### src/design/rpl_pkg.sv
`default_nettype none
package rpl_pkg;
   localparam int MaxEntries = 1024;
   localparam int NumTables = 2;
   localparam int TblW = $clog2(NumTables);
   localparam int IdxW = $clog2(MaxEntries);
   localparam int CntW = IdxW + 1;
   localparam int AddrW = TblW + IdxW;
   localparam int Depth = NumTables * MaxEntries;

   localparam logic [1:0] CMD_CLEAR = 2'd0;
   localparam logic [1:0] CMD_INSERT = 2'd1;
   localparam logic [1:0] CMD_HASH = 2'd2;
   localparam logic [1:0] CMD_RANGE = 2'd3;

   localparam logic [1:0] ST_OK = 2'd0;
   localparam logic [1:0] ST_NOT_READY = 2'd1;
   localparam logic [1:0] ST_NOT_FOUND = 2'd2;
   localparam logic [1:0] ST_FULL = 2'd3;

   typedef struct packed {
      logic [1:0] cmd;
      logic table_select;
      logic [63:0] key;
      logic [30:0] boundary_or_owner;
   } req_type;

   typedef struct packed {
      logic [1:0] status;
      logic [30:0] owner;
      logic [30:0] range_begin;
      logic [30:0] range_end;
   } rsp_type;
endpackage
`default_nettype wire

### src/design/rpl_modulo.sv
`default_nettype none
module rpl_modulo import rpl_pkg::*; (
   input wire logic clock,
   input wire logic reset,
   input wire logic start,
   input wire logic [63:0] dividend,
   input wire logic [30:0] divisor,
   output logic done,
   output logic [30:0] remainder
);
   logic [63:0] quo_ff, quo_in;
   logic [31:0] rem_ff, rem_in;
   logic [30:0] div_ff, div_in;
   logic [6:0] cnt_ff, cnt_in;
   logic busy_ff, busy_in;
   logic [32:0] trial;

   // One restoring step per cycle: shift in a dividend bit, subtract if it fits.
   assign trial = {rem_ff, quo_ff[63]} - {2'b00, div_ff};
   always_comb begin
      quo_in = quo_ff;
      rem_in = rem_ff;
      div_in = div_ff;
      cnt_in = cnt_ff;
      busy_in = busy_ff;
      if (start) begin
         quo_in = dividend;
         rem_in = '0;
         div_in = divisor;
         cnt_in = 7'd64;
         busy_in = 1'b1;
      end else if (busy_ff) begin
         quo_in = {quo_ff[62:0], 1'b0};
         if (!trial[32]) rem_in = trial[31:0];
         else rem_in = {rem_ff[30:0], quo_ff[63]};
         cnt_in = cnt_ff - 7'd1;
         if (cnt_ff == 7'd1) busy_in = 1'b0;
      end
   end
   always_ff @(posedge clock) begin
      if (reset) begin
         busy_ff <= 1'b0;
         cnt_ff <= '0;
      end else begin
         busy_ff <= busy_in;
         cnt_ff <= cnt_in;
      end
      quo_ff <= quo_in;
      rem_ff <= rem_in;
      div_ff <= div_in;
   end
   assign done = busy_ff && (cnt_ff == 7'd1);
   assign remainder = (!trial[32]) ? trial[30:0] : {rem_ff[29:0], quo_ff[63]};
endmodule
`default_nettype wire

### config.mk
export PLATFORM = sky130hd
export DESIGN_NAME = rpl_modulo
export DESIGN_NICKNAME = d
export VERILOG_FILES = /design/src/design/rpl_pkg.sv /design/src/design/rpl_modulo.sv
export SDC_FILE = /design/constraint.sdc
export NUM_CORES = 1
export LEC_CHECK = 0
export BUFFER_PORTS_ARGS = -buffer_cell sky130_fd_sc_hd__buf_2
export CORE_MARGIN = 2
export CORE_UTILIZATION = 30
export CTS_BUF_LIST = sky130_fd_sc_hd__clkbuf_2
export CTS_CLUSTER_DIAMETER = 30
export DETAILED_ROUTE_END_ITERATION = 7
export PLACE_DENSITY = 0.55
export RECOVER_POWER = 50
export SLEW_MARGIN = 25
export SYNTH_ARGS = -nofsm -noshare
export SYNTH_HDL_FRONTEND = slang
export SYNTH_SLANG_ARGS = --single-unit
### constraint.sdc
create_clock -name clock -period 4.5 [get_ports clock]
set_input_delay 0.45 -clock clock [delete_from_list [all_inputs] [get_ports clock]]
set_output_delay 0.45 -clock clock [all_outputs]
set_load 0.02 [all_outputs]
# Word level (Yosys, flattened, before mapping)
# Cells that the tools add are included.
# word_totals
output_inout_bits	32
reg_bits	135
inputBits	98
# classes
muxes	9
eq_ne	1
reduce_logical	3
add_sub_neg	2
# op_table
op	n
two-way mux 64 bit	2
subtractor 33 x 31 -> 33 bit	1
two-way mux 32 bit	1
two-way mux 31 bit	1
two-way mux 7 bit	2
equality test 7 x 1 -> 1 bit (second input constant)	1
subtractor 7 x 1 -> 7 bit (second input constant)	1
two-way mux 1 bit	3
nonzero test 2 bit	1
OR reduction 2 bit	1
logical AND 1 bit	1

# Longest topological paths before layout
# depth
word_depth	4
mapped_depth	12

# Least setup slack after synthesis
# No wires, ideal clock.
# synth_timing
path_type	register to output
startpoint	register quo_ff[63]
endpoint	output port remainder[0]
required_time_ns	4.050
path_stages_with_launch	13
path_buffers	1
setup_slack_ns	1.063
arrival_time_ns	2.987
path_cell_list	edfxtp_1 -> inv_1 -> ha_1 -> fa_1 -> and2b_1 -> o2111ai_2 -> a21oi_2 -> o211a_4 -> o21ai_1 -> a211oi_4 -> clkbuf_1 -> nor2_1 -> a21oi_1
# synth_via
elab_chain_cells	2
# synth_rtl
element	line_no	text
from (decl)	rpl_modulo.sv:11	logic [63:0] quo_ff, quo_in;
from (signal assigned)	rpl_modulo.sv:48	quo_ff <= quo_in;
subtractor 33 x 31 -> 33 bit	rpl_modulo.sv:19	assign trial = {rem_ff, quo_ff[63]} - {2'b00, div_ff};
two-way mux 31 bit *	rpl_modulo.sv:53	assign remainder = (!trial[32]) ? trial[30:0] : {rem_ff[29:0], quo_ff[63]};
to (decl)	rpl_modulo.sv:9	output logic [30:0] remainder
# Mark *: on every way between the ends. The rest lies on a longest branch, timed or not.

# Worst setup path after layout
# Same ends and word-level chain as after synthesis.

==> reports/metrics.csv <==
metric,value,unit
outcome,"finished, violations left",
violations in the final reports,"capacitance limit, slew limit",
crit path max-delay cell type,sky130_fd_sc_hd__edfxtp_1,
Setup Skew,0.0426,ns
share of power burned in combinational logic,33.1,%
number of failing setup endpoints in the final timing report,0,
placeable core area,0.0244,mm^2
CP Buf/Inv Count,4,
clock root buffer,sky130_fd_sc_hd__clkbuf_2,
post-synthesis sequential area ratio,48.7,%
end point of the most critical hold path,div_ff[29]$_DFFE_PP_,
syn_area_per_cell,10.5,um^2
vias per std cell,4.82,
required time at the worst-slack endpoint,4.05,ns
post-CTS clock slew at the launch and capture registers of the worst setup and hold paths,0.27,ns
hold_sp,divisor[29],
Post-Syn Instances,711,
Hold Path Depth,2,
Sw Pwr,1.31,mW
clock group share of total power,23.4,%
number of enable-type register cells in the synthesized netlist,95,
critical path launch point type,flop,
share of total power consumed by net switching,37.4,%
I/O pin count,130,
DRC viols,0,
instance area at placement,0.00848,mm^2
net count after synthesis,843,
LEAKAGE,4.20,nW
Port-buffer cells,129,
R2R cell count,13,
time the worst path needs with I/O delays and setup,4.32,ns
Global Route Usage Sum,14.6,%
Post-synth top cells,"sky130_fd_sc_hd__edfxtp_1, sky130_fd_sc_hd__nand2_1, sky130_fd_sc_hd__mux2_2",
Post-Syn Area,0.00749,mm^2
Layout area overhead,34.5,%
fraction of synthesized cell area taken by the top area cell type,38.1,%
remaining antenna violation count,0,
power share of the sequential group,43.5,%
first-pass detailed-route iteration total,7,
total count of max-transition violations in the final report,180,
1st-iter DRT viols,335,
die span in x,162,um
top cell family by delay on the critical path,compound AO/OA/AOI/OAI gates,
utilization after layout,41.3,%
number of CTS-inserted buffers,17,
ys flop type,sky130_fd_sc_hd__edfxtp_1,
die outline area,0.0263,mm^2
dominant cell by count in the synthesized netlist,sky130_fd_sc_hd__edfxtp_1,
number of levels in the clock H-tree,4,
critical path arrival,3.87,ns
fin cells,1283,
proportion of layout cells with a drive suffix above 1,29.0,%
final clock period utilization by the worst path,95.9,%
achievable clock frequency,0.232,GHz
final total power,3.50,mW
worst min-delay path category,primary input to flop,
max-cap check violation count,4,
maximum number of pins on one net before global-route repair,77,
area of all placed cells without fillers,0.0101,mm^2
pre-CTS setup slack,0.727,ns
peak ir drop on the vdd network,0.000150,V
Layout Nets,1077,
cell chain of the critical path,inv_1 -> ha_2 -> fa_2 -> and2b_2 -> o2111ai_4 -> a21oi_4 -> o211a_4 -> o211a_4 -> a211oi_4 -> buf_4 -> clkbuf_16 -> nor2_2 -> a21oi_2 -> buf_6,
setup slack of the most critical reg-to-reg path,1.14,ns
TritonCTS clock tree,built,
Unique masters post-synth,67,
number of global-route vias before repair,6089,
Site Rows,57,
wire length of the first global-routing pass,30600,um
buffer depth of the longest clock path,2,
Area contributors post-synth,"sky130_fd_sc_hd__edfxtp_1, sky130_fd_sc_hd__dfxtp_1, sky130_fd_sc_hd__mux2_2",
max_slew headroom,-53.5,%
Worst setup EP type,output pin,
starting density of the core,30.7,%
Total Neg Setup Slack,0,ns
hold violation total from the final report,0,
setup repair after global routing missed its margin,true,
Power Internal,2.19,mW
clock sinks,135,
setup slack of the critical path after layout,0.184,ns
end of the worst register-to-register path,rem_ff[1]$_SDFFE_PP0P_,
largest fanout on the critical path,6,
Async SR Flop Fraction,0,%
Cell Count Post-Placement,1140,
crit-path most repeated cell,sky130_fd_sc_hd__o211a_4,
worst skew pair latency,0.77,ns
number of antenna violations at the first check in global routing,1,
Ys Warns,0,
number of vias in the routed layout,6190,
largest area contributor in the synthesized netlist,sky130_fd_sc_hd__edfxtp_1,
placer congestion estimate,0.829,
largest incremental delay on the critical path,0.48,ns
total wire length,19600,um
post-detailed-placement half-perimeter wirelength,12800,um
start-to-end type of the worst setup path,flop to output pin,
die outline height,162,um
slew at the pin with the worst max-slew slack,2.30,ns
WHS,0.387,ns
average wire per standard cell,15.3,um
startpoint of the most critical register-to-register path,quo_ff[63]$_DFFE_PP_,
total of flip-flops plus latches after synthesis,135,
pwr/cell area,347,mW/mm^2
global route overflow,0,
-- routing by layer --
metal	share of wire, %	GRT usage [%]	vias up	wire [um]
met4	1.0	3.54	0	203
li1	-	-	3104	-
met1	47	19.0	2921	9180
met2	47	24.1	154	9180
met5	0	0	-	0
met3	5.5	4.03	11	1080
-- worst max path at each step --
stage                               startpoint             to  cells after the start  slack (ns)
after floorplan           quo_ff[63]$_DFFE_PP_   remainder[0]                     12        1.06
after global placement    quo_ff[63]$_DFFE_PP_   remainder[6]                     12        0.75
after detailed placement  quo_ff[63]$_DFFE_PP_  remainder[30]                     13        0.73
after CTS                 quo_ff[63]$_DFFE_PP_   remainder[6]                     12        0.02
after global routing      quo_ff[63]$_DFFE_PP_  remainder[28]                     15       -0.03
final                     quo_ff[63]$_DFFE_PP_   remainder[0]                     14        0.18
-- worst register-to-register path: stages (launching register included) --
cell and delay (ns):
sky130_fd_sc_hd__edfxtp_1 0.48, sky130_fd_sc_hd__inv_1 0.09, sky130_fd_sc_hd__ha_2 0.20, sky130_fd_sc_hd__fa_2 0.21, sky130_fd_sc_hd__and2b_2 0.24, sky130_fd_sc_hd__o2111ai_4 0.25, sky130_fd_sc_hd__a21oi_4 0.10, sky130_fd_sc_hd__o211a_4 0.30
sky130_fd_sc_hd__o211a_4 0.25, sky130_fd_sc_hd__a211oi_4 0.33, sky130_fd_sc_hd__buf_4 0.19, sky130_fd_sc_hd__clkbuf_16 0.16, sky130_fd_sc_hd__nor3_1 0.05, sky130_fd_sc_hd__or3_1 0.42
-- power by group through the flow --
stage	Clock [mW]	Sequential (mW)	Combinational, mW
after CTS	0.856	1.52	1.03
after floorplan	0	1.52	0.674
after global routing	0.901	1.54	1.27
after global placement	0	1.54	0.945
final	0.817	1.52	1.16
after detailed placement	0	1.55	0.949
-- repair_timing --
| item | in CTS | in global routing |
|---|---|---|
| pin swaps | 1 | 10 |
| endpoints found under the hold margin | 103 | 0 |
| buffers inserted | 1 | 9 |
| gates resized for setup | 5 | 47 |
| hold buffers | 96 | 0 |
| gates cloned | 0 | 4 |
| endpoints found under the setup margin | 16 | 31 |
-- kinds of logic (layout without fill, tap and decap cells) --
family | after synthesis | count (layout) | synth area share [%]
xor gates and xnor gates | 25 | 25 | 2.92
adders and majority gates | 34 | 34 | 5.78
AOI/OAI and AO/OA | 168 | 168 | 15.7
other | 0 | 1 | 0
muxes | 66 | 66 | 9.90
DFF | 135 | 135 | 48.7
and+or+nand+nor | 205 | 205 | 12.9
buffers and inverters | 78 | 325 | 4.07
-- layout make-up --
type | instances | area, um^2
Clock inverter | 15 | 196
Inverter | 44 | 165
Multi-Input combinational cell | 498 | 3640
Tap cell | 324 | 405
Timing Repair Buffer | 249 | 1930
Clock buffer | 17 | 85.1
Fill cell | 2412 | 14300
Sequential cell | 135 | 3650
Antenna cell | 1 | 2.50
-- flip-flops by register name, indices dropped and copies added, names as in the netlist --
name     cells
div_ff      31
quo_ff      64
cnt_ff       7
busy_ff      1
rem_ff      32
-- placed cells by master, fill, tap and decap left out, types with 8 or more instances in the layout --
master                          instances
sky130_fd_sc_hd__mux2_2                62
sky130_fd_sc_hd__a21oi_1               30
sky130_fd_sc_hd__xnor2_1               17
sky130_fd_sc_hd__edfxtp_1              95
sky130_fd_sc_hd__a311oi_1              25
sky130_fd_sc_hd__nor2_1                61
sky130_fd_sc_hd__dfxtp_1               39
sky130_fd_sc_hd__dlygate4sd3_1         96
sky130_fd_sc_hd__ha_1                  32
sky130_fd_sc_hd__o21a_1                 8
sky130_fd_sc_hd__buf_2                116
sky130_fd_sc_hd__nand2_1               72
sky130_fd_sc_hd__nor3_1                 8
sky130_fd_sc_hd__o21ai_0               39
sky130_fd_sc_hd__buf_4                 20
sky130_fd_sc_hd__nand3_1                8
sky130_fd_sc_hd__clkbuf_2              18
sky130_fd_sc_hd__xor2_1                 8
sky130_fd_sc_hd__inv_1                 44
(Power assumes the default switching activity.)
